$ cat src/rtl/box_downsample_6x6_core_defines.svh
// Assertion macros shared by the box downsampler RTL.
`ifndef BOX_DOWNSAMPLE_6X6_CORE_DEFINES_SVH
`define BOX_DOWNSAMPLE_6X6_CORE_DEFINES_SVH

// Same-cycle implication, checked on every rising edge outside reset.
`define BDS_ASSERT_SAME(lbl, ante, cons, msg) \
    lbl: assert property (@(posedge aclk) disable iff (!aresetn) (ante) |-> (cons)) \
        else $error(msg);

// Next-cycle implication, checked on every rising edge outside reset.
`define BDS_ASSERT_NEXT(lbl, ante, cons, msg) \
    lbl: assert property (@(posedge aclk) disable iff (!aresetn) (ante) |=> (cons)) \
        else $error(msg);

`endif

$ cat src/rtl/bds_pkg.sv
// Package with constants, types and helpers of the box downsampler.
package bds_pkg;

    // Default limits handed to the top level parameters.
    localparam int DEF_MAX_OUT_WIDTH  = 128;
    localparam int DEF_MAX_OUT_HEIGHT = 1024;

    // Field and register widths.
    localparam int PIX_W        = 8;
    localparam int OUT_WIDTH_W  = 8;
    localparam int OUT_HEIGHT_W = 11;
    localparam int CFG_DATA_W   = 11;
    localparam int CFG_INDEX_W  = 1;

    // Register indexes of the configuration port.
    localparam logic [CFG_INDEX_W-1:0] REG_OUT_WIDTH  = 1'd0;
    localparam logic [CFG_INDEX_W-1:0] REG_OUT_HEIGHT = 1'd1;

    // Reset values of the configuration registers.
    localparam int RESET_OUT_WIDTH  = 128;
    localparam int RESET_OUT_HEIGHT = 64;

    // Accumulator widths and tile phase counting.
    localparam int SUM_W   = 14;
    localparam int RUN_W   = 11;
    localparam int PHASE_W = 3;
    localparam logic [PHASE_W-1:0] PHASE_ZERO = 3'd0;
    localparam logic [PHASE_W-1:0] LAST_PHASE = 3'd5;

    // Reciprocal scaling: average = (2 * sum * 910 + 2^15) >> 16.
    localparam int DIV_MUL   = 910;
    localparam int SCALE     = 2 * DIV_MUL;
    localparam int FRAC_BITS = 16;
    localparam int ROUND     = 1 << (FRAC_BITS - 1);
    localparam int PROD_W    = 25;
    localparam int QUOT_W    = PROD_W - FRAC_BITS;
    localparam int AVG_W     = 8;
    localparam logic [AVG_W-1:0] AVG_MAX = 8'hFF;

    // One finished tile on its way to the scaling stage.
    typedef struct packed {
        logic [SUM_W-1:0] sum;
        logic             row_end;
        logic             frame_end;
    } tile_res_t;

    // Last valid counter value for a programmed size: zero acts as one,
    // sizes above the limit act as the limit.
    function automatic int eff_last(input int value, input int max_value);
        int res;
        if (value == 0) begin
            res = 0;
        end else if (value > max_value) begin
            res = max_value - 1;
        end else begin
            res = value - 1;
        end
        return res;
    endfunction

endpackage

$ cat src/rtl/bds_tile_mem.sv
// Column partial-sum memory: one write port, one registered read port.
module bds_tile_mem #(
    parameter int DEPTH  = bds_pkg::DEF_MAX_OUT_WIDTH,
    parameter int ADDR_W = (DEPTH > 1) ? $clog2(DEPTH) : 1
) (
    input  logic                     aclk,
    input  logic                     wr_en,
    input  logic [ADDR_W-1:0]        wr_addr,
    input  logic [bds_pkg::SUM_W-1:0] wr_data,
    input  logic [ADDR_W-1:0]        rd_addr,
    output logic [bds_pkg::SUM_W-1:0] rd_data
);

    logic [bds_pkg::SUM_W-1:0] mem [DEPTH];
    logic [bds_pkg::SUM_W-1:0] rd_data_reg;

    // Write port.
    always_ff @(posedge aclk) begin
        if (wr_en) begin
            mem[wr_addr] <= wr_data;
        end
    end

    // Registered read port.
    always_ff @(posedge aclk) begin
        rd_data_reg <= mem[rd_addr];
    end

    assign rd_data = rd_data_reg;

endmodule

$ cat src/rtl/bds_avg.sv
// Tile average stage: holds a finished tile sum, scales it and drives the result word.
module bds_avg (
    input  logic                      aclk,
    input  logic                      aresetn,
    input  logic                      in_valid,
    input  bds_pkg::tile_res_t        in_res,
    output logic                      in_ready,
    output logic                      m_valid,
    input  logic                      m_ready,
    output logic [bds_pkg::AVG_W-1:0] m_average,
    output logic                      m_row_end,
    output logic                      m_frame_end
);

    logic                       s1_valid_reg;
    logic                       s1_valid_next;
    bds_pkg::tile_res_t         s1_res_reg;
    logic                       out_valid_reg;
    logic                       out_valid_next;
    logic [bds_pkg::AVG_W-1:0]  avg_reg;
    logic                       row_end_reg;
    logic                       frame_end_reg;
    logic                       out_free;
    logic                       s1_move;
    logic [bds_pkg::PROD_W-1:0] prod;
    logic [bds_pkg::QUOT_W-1:0] quot;
    logic [bds_pkg::AVG_W-1:0]  avg_clamped;

    // Handshake between the holding stage and the output word.
    assign out_free = !out_valid_reg || m_ready;
    assign s1_move  = s1_valid_reg && out_free;
    assign in_ready = !s1_valid_reg || out_free;

    always_comb begin
        s1_valid_next = s1_valid_reg;
        if (in_valid) begin
            s1_valid_next = 1'b1;
        end else if (s1_move) begin
            s1_valid_next = 1'b0;
        end
        out_valid_next = out_valid_reg;
        if (s1_move) begin
            out_valid_next = 1'b1;
        end else if (m_ready) begin
            out_valid_next = 1'b0;
        end
    end

    // Multiply by the reciprocal of 36 with rounding, then clamp.
    assign prod = bds_pkg::PROD_W'(s1_res_reg.sum) * bds_pkg::PROD_W'(bds_pkg::SCALE)
                + bds_pkg::PROD_W'(bds_pkg::ROUND);
    assign quot = prod[bds_pkg::PROD_W-1:bds_pkg::FRAC_BITS];
    assign avg_clamped = (quot > bds_pkg::QUOT_W'(bds_pkg::AVG_MAX)) ?
                         bds_pkg::AVG_MAX : quot[bds_pkg::AVG_W-1:0];

    // Valid flags.
    always_ff @(posedge aclk) begin
        if (!aresetn) begin
            s1_valid_reg  <= 1'b0;
            out_valid_reg <= 1'b0;
        end else begin
            s1_valid_reg  <= s1_valid_next;
            out_valid_reg <= out_valid_next;
        end
    end

    // Payload registers.
    always_ff @(posedge aclk) begin
        if (in_valid) begin
            s1_res_reg <= in_res;
        end
        if (s1_move) begin
            avg_reg       <= avg_clamped;
            row_end_reg   <= s1_res_reg.row_end;
            frame_end_reg <= s1_res_reg.frame_end;
        end
    end

    assign m_valid     = out_valid_reg;
    assign m_average   = avg_reg;
    assign m_row_end   = row_end_reg;
    assign m_frame_end = frame_end_reg;

endmodule

$ cat src/rtl/box_downsample_6x6_core.sv
// Top level of the 6x6 box-filter downsampler for 8-bit gray pixels.
//
// Takes one pixel per clock in raster order and returns one rounded 6x6 tile
// average for every 36 pixels, with row and frame end flags. Each run of six
// pixels is summed in a register; the run sum is then written to, or added
// to, the entry of a one-port-read, one-port-write memory that holds one
// 14-bit partial sum per output column. The memory is read every cycle at the
// current output column, so its data is ready long before the column's sixth
// pixel arrives. A tile sum is registered, then scaled into the output
// register. Input is stalled only when a result word waits on the output and
// a second finished tile is already held. The column memory needs no clearing
// after reset: every entry is written in the first row of a band before it is
// read. Program out_width and out_height only while no pixel is in flight.
`include "box_downsample_6x6_core_defines.svh"

module box_downsample_6x6_core #(
    parameter int MAX_OUT_WIDTH  = bds_pkg::DEF_MAX_OUT_WIDTH,
    parameter int MAX_OUT_HEIGHT = bds_pkg::DEF_MAX_OUT_HEIGHT
) (
    input  logic                           aclk,
    input  logic                           aresetn,
    input  logic                           cfg_wen,
    input  logic [bds_pkg::CFG_INDEX_W-1:0] cfg_index,
    input  logic [bds_pkg::CFG_DATA_W-1:0]  cfg_wdata,
    input  logic                           s_valid,
    output logic                           s_ready,
    input  logic [bds_pkg::PIX_W-1:0]       s_pixel,
    output logic                           m_valid,
    input  logic                           m_ready,
    output logic [bds_pkg::AVG_W-1:0]       m_average,
    output logic                           m_row_end,
    output logic                           m_frame_end
);

    localparam int COL_W = (MAX_OUT_WIDTH > 1) ? $clog2(MAX_OUT_WIDTH) : 1;
    localparam int ROW_W = (MAX_OUT_HEIGHT > 1) ? $clog2(MAX_OUT_HEIGHT) : 1;
    localparam logic [COL_W-1:0] W_LAST_RESET =
        COL_W'(bds_pkg::eff_last(bds_pkg::RESET_OUT_WIDTH, MAX_OUT_WIDTH));
    localparam logic [ROW_W-1:0] H_LAST_RESET =
        ROW_W'(bds_pkg::eff_last(bds_pkg::RESET_OUT_HEIGHT, MAX_OUT_HEIGHT));

    logic [COL_W-1:0]            w_last_reg;
    logic [ROW_W-1:0]            h_last_reg;
    logic [bds_pkg::RUN_W-1:0]   run_sum_reg;
    logic [bds_pkg::RUN_W-1:0]   run_sum_next;
    logic [bds_pkg::PHASE_W-1:0] col_phase_reg;
    logic [bds_pkg::PHASE_W-1:0] col_phase_next;
    logic [COL_W-1:0]            out_col_reg;
    logic [COL_W-1:0]            out_col_next;
    logic [bds_pkg::PHASE_W-1:0] row_phase_reg;
    logic [bds_pkg::PHASE_W-1:0] row_phase_next;
    logic [ROW_W-1:0]            out_row_reg;
    logic [ROW_W-1:0]            out_row_next;

    logic                        accept;
    logic                        tile_end;
    logic                        band_end;
    logic                        last_col;
    logic                        last_row;
    logic                        emit;
    logic                        mem_wr_en;
    logic [bds_pkg::RUN_W-1:0]   run_sum_new;
    logic [bds_pkg::SUM_W-1:0]   col_sum;
    logic [bds_pkg::SUM_W-1:0]   mem_rd_data;
    bds_pkg::tile_res_t          tile_res;

    // Configuration registers keep the last counter value of each size.
    always_ff @(posedge aclk) begin
        if (!aresetn) begin
            w_last_reg <= W_LAST_RESET;
            h_last_reg <= H_LAST_RESET;
        end else if (cfg_wen) begin
            case (cfg_index)
                bds_pkg::REG_OUT_WIDTH: begin
                    w_last_reg <= COL_W'(bds_pkg::eff_last(
                        int'(cfg_wdata[bds_pkg::OUT_WIDTH_W-1:0]), MAX_OUT_WIDTH));
                end
                bds_pkg::REG_OUT_HEIGHT: begin
                    h_last_reg <= ROW_W'(bds_pkg::eff_last(
                        int'(cfg_wdata[bds_pkg::OUT_HEIGHT_W-1:0]), MAX_OUT_HEIGHT));
                end
                default: begin
                end
            endcase
        end
    end

    // Pixel accumulation and tile sum read-modify-write.
    assign accept   = s_valid && s_ready;
    assign tile_end = col_phase_reg >= bds_pkg::LAST_PHASE;
    assign band_end = row_phase_reg >= bds_pkg::LAST_PHASE;
    assign last_col = out_col_reg >= w_last_reg;
    assign last_row = out_row_reg >= h_last_reg;

    assign run_sum_new = (col_phase_reg == bds_pkg::PHASE_ZERO) ?
                         bds_pkg::RUN_W'(s_pixel) :
                         run_sum_reg + bds_pkg::RUN_W'(s_pixel);
    assign col_sum = (row_phase_reg == bds_pkg::PHASE_ZERO) ?
                     bds_pkg::SUM_W'(run_sum_new) :
                     mem_rd_data + bds_pkg::SUM_W'(run_sum_new);

    assign emit      = accept && tile_end && band_end;
    assign mem_wr_en = accept && tile_end && !band_end;

    assign tile_res.sum       = col_sum;
    assign tile_res.row_end   = last_col;
    assign tile_res.frame_end = last_col && last_row;

    // Counter advance on each accepted pixel.
    always_comb begin
        run_sum_next   = run_sum_reg;
        col_phase_next = col_phase_reg;
        out_col_next   = out_col_reg;
        row_phase_next = row_phase_reg;
        out_row_next   = out_row_reg;
        if (accept) begin
            run_sum_next = run_sum_new;
            if (tile_end) begin
                col_phase_next = bds_pkg::PHASE_ZERO;
                if (last_col) begin
                    out_col_next = '0;
                    if (band_end) begin
                        row_phase_next = bds_pkg::PHASE_ZERO;
                        out_row_next   = last_row ? '0 : out_row_reg + 1'b1;
                    end else begin
                        row_phase_next = row_phase_reg + 1'b1;
                    end
                end else begin
                    out_col_next = out_col_reg + 1'b1;
                end
            end else begin
                col_phase_next = col_phase_reg + 1'b1;
            end
        end
    end

    always_ff @(posedge aclk) begin
        if (!aresetn) begin
            run_sum_reg   <= '0;
            col_phase_reg <= bds_pkg::PHASE_ZERO;
            out_col_reg   <= '0;
            row_phase_reg <= bds_pkg::PHASE_ZERO;
            out_row_reg   <= '0;
        end else begin
            run_sum_reg   <= run_sum_next;
            col_phase_reg <= col_phase_next;
            out_col_reg   <= out_col_next;
            row_phase_reg <= row_phase_next;
            out_row_reg   <= out_row_next;
        end
    end

    // Column partial sums.
    bds_tile_mem #(
        .DEPTH  (MAX_OUT_WIDTH),
        .ADDR_W (COL_W)
    ) u_tile_mem (
        .aclk    (aclk),
        .wr_en   (mem_wr_en),
        .wr_addr (out_col_reg),
        .wr_data (col_sum),
        .rd_addr (out_col_reg),
        .rd_data (mem_rd_data)
    );

    // Scaling and output word.
    bds_avg u_avg (
        .aclk        (aclk),
        .aresetn     (aresetn),
        .in_valid    (emit),
        .in_res      (tile_res),
        .in_ready    (s_ready),
        .m_valid     (m_valid),
        .m_ready     (m_ready),
        .m_average   (m_average),
        .m_row_end   (m_row_end),
        .m_frame_end (m_frame_end)
    );

    // Input stalls only behind a held result word.
    `BDS_ASSERT_SAME(a_stall_cause, !s_ready, m_valid && !m_ready, "input stalled without backpressure")
    // A frame end always closes a row.
    `BDS_ASSERT_SAME(a_frame_row, m_valid, m_row_end || !m_frame_end, "frame end without row end")
    // Phase counters never pass the last tile phase.
    `BDS_ASSERT_SAME(a_phase_range, 1'b1, (col_phase_reg <= bds_pkg::LAST_PHASE) && (row_phase_reg <= bds_pkg::LAST_PHASE), "phase counter out of range")
    // The sixth pixel of a run restarts the column phase.
    `BDS_ASSERT_NEXT(a_run_wrap, accept && tile_end, col_phase_reg == bds_pkg::PHASE_ZERO, "column phase did not wrap")

endmodule

$ cat config.mk
export PLATFORM = sky130hd
export DESIGN_NAME = box_downsample_6x6_core
export DESIGN_NICKNAME = d
export VERILOG_FILES = /design/src/rtl/bds_pkg.sv /design/src/rtl/bds_tile_mem.sv /design/src/rtl/bds_avg.sv /design/src/rtl/box_downsample_6x6_core.sv
export VERILOG_INCLUDE_DIRS = /design/src /design/src/rtl
export SDC_FILE = /design/constraint.sdc
export NUM_CORES = 2
export LEC_CHECK = 0
export ABC_AREA = 1
export BUFFER_PORTS_ARGS = -buffer_cell sky130_fd_sc_hd__buf_2
export CAP_MARGIN = 20
export CELL_PAD_IN_SITES_DETAIL_PLACEMENT = 1
export CELL_PAD_IN_SITES_GLOBAL_PLACEMENT = 2
export CORE_MARGIN = 4
export CORE_UTILIZATION = 45
export DETAILED_ROUTE_END_ITERATION = 10
export GPL_ROUTABILITY_DRIVEN = 0
export PLACE_DENSITY_LB_ADDON = 0.1
export SLEW_MARGIN = 20
export SYNTH_ARGS = -nofsm -noshare
export SYNTH_HDL_FRONTEND = slang
export SYNTH_SLANG_ARGS = --single-unit
$ cat constraint.sdc
create_clock -name aclk -period 11.3 [get_ports aclk]
set_input_delay 1.13 -clock aclk [delete_from_list [all_inputs] [get_ports aclk]]
set_output_delay 1.13 -clock aclk [all_outputs]
set_load 0.05 [all_outputs]
======== Yosys cells after proc, flatten, opt, wreduce, memory -nomap -nowiden ========
Memory sizes are Yosys's and may differ from the RTL's. A register that Yosys moved wholly into a read port is not among the register bits.
Cells that the tools add are included.
cells by class
  muxes and demuxes ....................... 16
  multipliers ............................. 1
  add/sub/neg operators ................... 9
  bitwise gates (word level) .............. 1
  order comparisons ....................... 7
  reduce and logical (&&, ||, !) cells .... 22
operators by type and width
  operator                                                   count
  2-to-1 mux 10 bit                                          3
  adder 25 x 16 -> 25 bit (second input constant)            1
  multiplier 14 x 9 -> 23 bit (second input constant)        1
  2-to-1 mux 7 bit                                           3
  adder 14 x 11 -> 14 bit                                    1
  2-to-1 mux 14 bit                                          1
  adder 11 x 8 -> 11 bit                                     1
  > comparator 11 bit (second input constant)                1
  zero test 11 bit                                           1
  2-to-1 mux 11 bit                                          1
  adder 10 x 1 -> 10 bit (second input constant)             1
  greater-or-equal comparator 10 bit                         1
  subtractor 10 x 1 -> 10 bit (second input constant)        1
  > comparator 9 x 8 -> 1 bit (second input constant)        1
  > comparator 8 bit (second input constant)                 1
  zero test 8 bit                                            1
  adder 7 x 1 -> 7 bit (second input constant)               1
  greater-or-equal comparator 7 bit                          1
  subtractor 7 x 1 -> 7 bit (second input constant)          1
  adder 3 x 1 -> 3 bit (second input constant)               2
  greater-or-equal comparator 3 bit (second input constant)  2
  logical AND 1 bit                                          6
  zero test 3 bit                                            2
  2-to-1 mux 1 bit                                           6
  8 further kinds                                            15
word-level totals
  RAM bits ................................ 1,792
  output and inout port bits .............. 12
  memories kept ........................... 1
  register bits ........................... 79
  input bits .............................. 25
memory list
  name            depth  bits a word  rd ports  clocked after memory_dff  wr ports  RTL line            source
  u_tile_mem.mem  128    14           1         1                         1         bds_tile_mem.sv:14  logic [bds_pkg::SUM_W-1:0] mem [DEPTH];

======== Depth between registers and ports, before layout ========
  depth after elaboration ................. 8
  gate-level depth with buffers ........... 25

======== Hierarchy ========
From an unflattened synthesis, not the netlist that was laid out.
unflattened totals
  cells, all modules ...................... 7,310
  area, all modules ....................... 80,996.4 um^2
by module, submodules not included
  module                   times used  area each (um^2)  cells each  seq. area each (um^2)
  bds_tile_mem             1           72,853.6          6,108       54,091.9
  box_downsample_6x6_core  1           4,441.8           713         1,021.0
  bds_avg                  1           3,701.0           489         820.8

======== Worst setup path after synthesis ========
No wires, ideal clock.
  kind .................................... input port to flip-flop
  start point ............................. in s_pixel[0] (netlist bit)
  end point ............................... reg u_avg.s1_res_reg[15] (netlist bit) (data pin)
  stages .................................. 15
  path slack .............................. 1.565 ns
  buffers on the path ..................... 0
  data required time ...................... 10.079 ns
  library setup time ...................... 1.221 ns
  arrival time ............................ 8.514 ns
  cells stage by stage .................... ha_1 fa_1 nand3_1 nand2_1 nand2_1 nand2_1 a21oi_1 xor2_1 o21ai_0 ha_1 a21o_1 o21ai_0 nand3_1 nand4_1 nor3b_1
between the ends
  word-level cells in the longest chain between the ends .. 4
ends and longest elaborated chain
  element                         RTL line                        source
  from (decl)                     box_downsample_6x6_core.sv:27   input logic [bds_pkg::PIX_W-1:0] s_pixel,
  adder 11 x 8 -> 11 bit          box_downsample_6x6_core.sv:97   run_sum_reg + bds_pkg::RUN_W'(s_pixel);
  2-to-1 mux 11 bit               box_downsample_6x6_core.sv:95   assign run_sum_new = (col_phase_reg == bds_pkg::PHASE_ZERO) ?
  named net run_sum_new, one bit  box_downsample_6x6_core.sv:62   logic [bds_pkg::RUN_W-1:0] run_sum_new;
  adder 14 x 11 -> 14 bit         box_downsample_6x6_core.sv:100  mem_rd_data + bds_pkg::SUM_W'(run_sum_new);
  2-to-1 mux 14 bit               box_downsample_6x6_core.sv:98   assign col_sum = (row_phase_reg == bds_pkg::PHASE_ZERO) ?
  named net col_sum, one bit      box_downsample_6x6_core.sv:63   logic [bds_pkg::SUM_W-1:0] col_sum;
  to (signal assigned)            bds_avg.sv:70                   s1_res_reg <= in_res;
  to (decl)                       bds_avg.sv:17                   bds_pkg::tile_res_t s1_res_reg;
The timed path passes the listed nets, and every way through them passes these cells.
A chain may end at the register's enable or synchronous reset.

======== Worst setup path after layout ========
  start point ............................. reg col_phase_reg[0] (netlist bit)
  end point ............................... mem u_tile_mem.mem[10][10] (netlist bit) (data pin)
between the ends
  word-level cells in the longest chain between the ends .. 4
ends and longest elaborated chain
  element                         RTL line                        source
  from (decl)                     box_downsample_6x6_core.sv:46   logic [bds_pkg::PHASE_W-1:0] col_phase_reg;
  from (signal assigned)          box_downsample_6x6_core.sv:140  col_phase_reg <= bds_pkg::PHASE_ZERO;
  from (signal assigned)          box_downsample_6x6_core.sv:146  col_phase_reg <= col_phase_next;
  zero test 3 bit                 box_downsample_6x6_core.sv:95
  2-to-1 mux 11 bit               box_downsample_6x6_core.sv:95
  named net run_sum_new, one bit  box_downsample_6x6_core.sv:62
  adder 14 x 11 -> 14 bit         box_downsample_6x6_core.sv:100
  2-to-1 mux 14 bit               box_downsample_6x6_core.sv:98
  named net col_sum, one bit      box_downsample_6x6_core.sv:63
  to (decl)                       bds_tile_mem.sv:14
The timed path passes the listed nets, and every way through them passes these cells.

==> results.toml <==
[logic_synthesis]
synth.distinct_cells = 49
synth_area_sq_um = 74800
synth_nets = 5858
synth_edf_count = 1818
seq_area_frac_synth_pct = 74.8
syn_area_per_cell_sq_um = 13.1
synth_top_area_share_pct = 73.0
synth_area_leaders = "edfxtp_1 (73%), nand2_1 (8.7%), a22oi_1 (2.4%)"
synth_top_area_cell = "edfxtp_1"
synth_flop_cell = "edfxtp_1"
synth_common_cells = "edfxtp_1 (1818), nand2_1 (1725), inv_1 (292)"
yosysMostFrequentCell = "edfxtp_1"
ys_warn_count = 0
ys_ff_latch = 1885
synth_cells = 5704
async_flop_share_pct = 0

[placed_design]
dpl.hpwl_um = 145000
numPortBuffers = 36
pre_cts_slack_ns = 5.35

[detailed_routing]
vias = 48000
avgViaCountPerCell = 5.79
drc_errors = 0
dr.first_iter.drc_count = 4535
wire_per_inst_um = 29.2
final_antenna_net_count = 0
drtPass1Iterations = 5
routed_wl_um = 242000

[sta]
hold_viol = 0
setup_tns_ns = 0
rsz0062_at_grt = "no"
fmax_mhz = 192
max_slew.worst_pin.slew_ns = 1.15
slew_violations = 0
relSlewSlack_pct = 22.6
worst_clock_skew_ns = 0.0269
period_share_pct = 46.1
fin_ws_ns = 6.09
setup_viol = 0
layout_min_cycle_time_ns = 5.21

[pwr]
p_per_area_nw_per_um2 = 172
totalPowerFinal_w = 0.0146
ir_worst_vdd_uv = 166
static-leakage-power_nw = 29.6

[cts]
ctsResizeCount = 0
clockBufferDepth = 3
insertion_delay_ns = 0.85
cts_tree = "done"
cts_buffers = 195
h-tree-depth = 4
post-cts-setup-buffers = 0
holdBufCountCts = 0
cts_root_buf = "clkbuf_16"
clkTransAtPathRegs_ns = 0.06
clock_sinks = 1885

[critical_path]
cp-start-kind = "register"
cp_max_fo = 80
worstPathArrival_ns = 5.70
setup.worst_path.class = "register to register"
cp-end-kind = "register"
reg2reg_setup_slack_ns = 6.09
cp.required_ns = 11.79

[hold_path]
hp-class = "register to register"

[die]
rows = 149
die_x_um = 416
core_area_sq_um = 165000
die-area_sq_um = 173000
pin_count = 37
start_util_pct = 45.3
dieHeight_um = 416

[global_routing]
grt_pass1_wl_um = 348000
grt_usage_pct = 27.8
grt_max_degree = 105
antenna_found_initial = 12
gr-total-overflow = 0
grt_pass1_vias = 48900

[layout]
largest_reg_flops = 1792
nets = 6090
syn_to_final_growth_pct = 13.4
drive_above_1_share_pct = 9.43

[status]
status = "complete, no violations"

[job]
max_cap_violations = 0
-- placed cells by master, fill, tap and decap left out, types with 6 or more instances in the layout --
master,instances
a211oi_1,8
a21oi_1,121
a221oi_1,17
a22o_1,23
a22oi_1,235
buf_12,7
buf_2,36
buf_4,214
bufinv_16,15
clkbuf_1,44
clkbuf_16,197
clkinv_1,46
clkinv_2,40
dfxtp_1,67
diode_2,9
edfxtp_1,1818
fa_1,32
ha_1,97
inv_1,292
inv_6,8
nand2_1,1722
nand3_1,149
nand3_2,6
nand3b_1,11
nand4_1,269
nor2_1,286
nor3_1,14
o2111ai_1,19
o211ai_1,7
o21ai_0,182
o21ai_1,7
xnor2_1,7
xor2_1,22
-- area by class of cell --
class / count / area, sq um
fillers: 16500 / 80200
flip-flops and latches: 1885 / 55900
multi-input cells: 3295 / 16800
clock buffers: 244 / 5140
well taps: 2189 / 2740
repair buffers: 258 / 1950
inverters: 301 / 1160
clock inverters: 116 / 997
diodes: 9 / 22.5
-- metrics by stage --
stage	util [%]	hold WS, ns	instances	instance area (sq um)
final	51.4	0.430	8297	84800
after floorplan	-	0.400	5704	74800
after global placement	47.6	0.404	7927	78600
after global routing	51.4	0.446	8288	84700
after CTS	51.3	0.436	8287	84700
after detailed placement	47.6	0.422	7927	78600
-- worst max-delay path, stage by stage (launching register included) --
cell and delay [ns]:
dfxtp_1 0.39, inv_1 0.08, ha_1 0.20, nand2_1 0.40, inv_1 0.26, nand2_1 0.22
nand2_1 0.08, ha_1 0.22, fa_1 0.44, nand3_1 0.09, nand2_1 0.11, nand2_1 0.11
nand2_1 0.06, a21oi_1 0.22, o21ai_0 0.18, nand3_1 0.15, nand2_1 0.06, nand2_1 0.06
nand3_1 0.11, nand2_4 0.47, buf_4 0.80
-- power by group --
| part | leakage [nW] | switching (W) | internal (W) |
|---|---|---|---|
| registers | 16.8 | 0.00000742 | 0.00783 |
| clock network | 3.02 | 0.00271 | 0.00356 |
| logic | 9.73 | 0.000392 | 0.0000699 |
-- kinds of logic (layout without fill, tap and decap cells) --
logic type | Yosys count | in the layout | synth area share (%)
compound gates | 645 | 645 | 5.51
xor+xnor | 29 | 29 | 0.340
fa+ha+maj | 129 | 129 | 2.48
buf+inv | 524 | 919 | 2.94
flops | 1885 | 1885 | 74.8
other cells | 0 | 9 | 0
simple gates | 2492 | 2492 | 13.9
-- worst paths after layout --
| check | from | to | cells after the start |
|---|---|---|---|
| max | col_phase_reg[0]$_SDFFE_PN0P_ | u_tile_mem.mem[10][10]$_DFFE_PP_ | 20 |
| min | u_avg.s1_res_reg[0]$_DFFE_PP_ | u_avg.m_frame_end$_DFFE_PP_ | 0 |
| max reg2reg | col_phase_reg[0]$_SDFFE_PN0P_ | u_tile_mem.mem[10][10]$_DFFE_PP_ | 20 |
| min reg2reg | u_avg.s1_res_reg[0]$_DFFE_PP_ | u_avg.m_frame_end$_DFFE_PP_ | 0 |
-- layer usage --
metal,global-route usage (%),wire length (um)
met5,0,16
met4,8.58,7540
met3,4.17,16200
met2,45.1,115000
met1,39.2,104000
No activity file was read; power rests on OpenSTA's default activity.
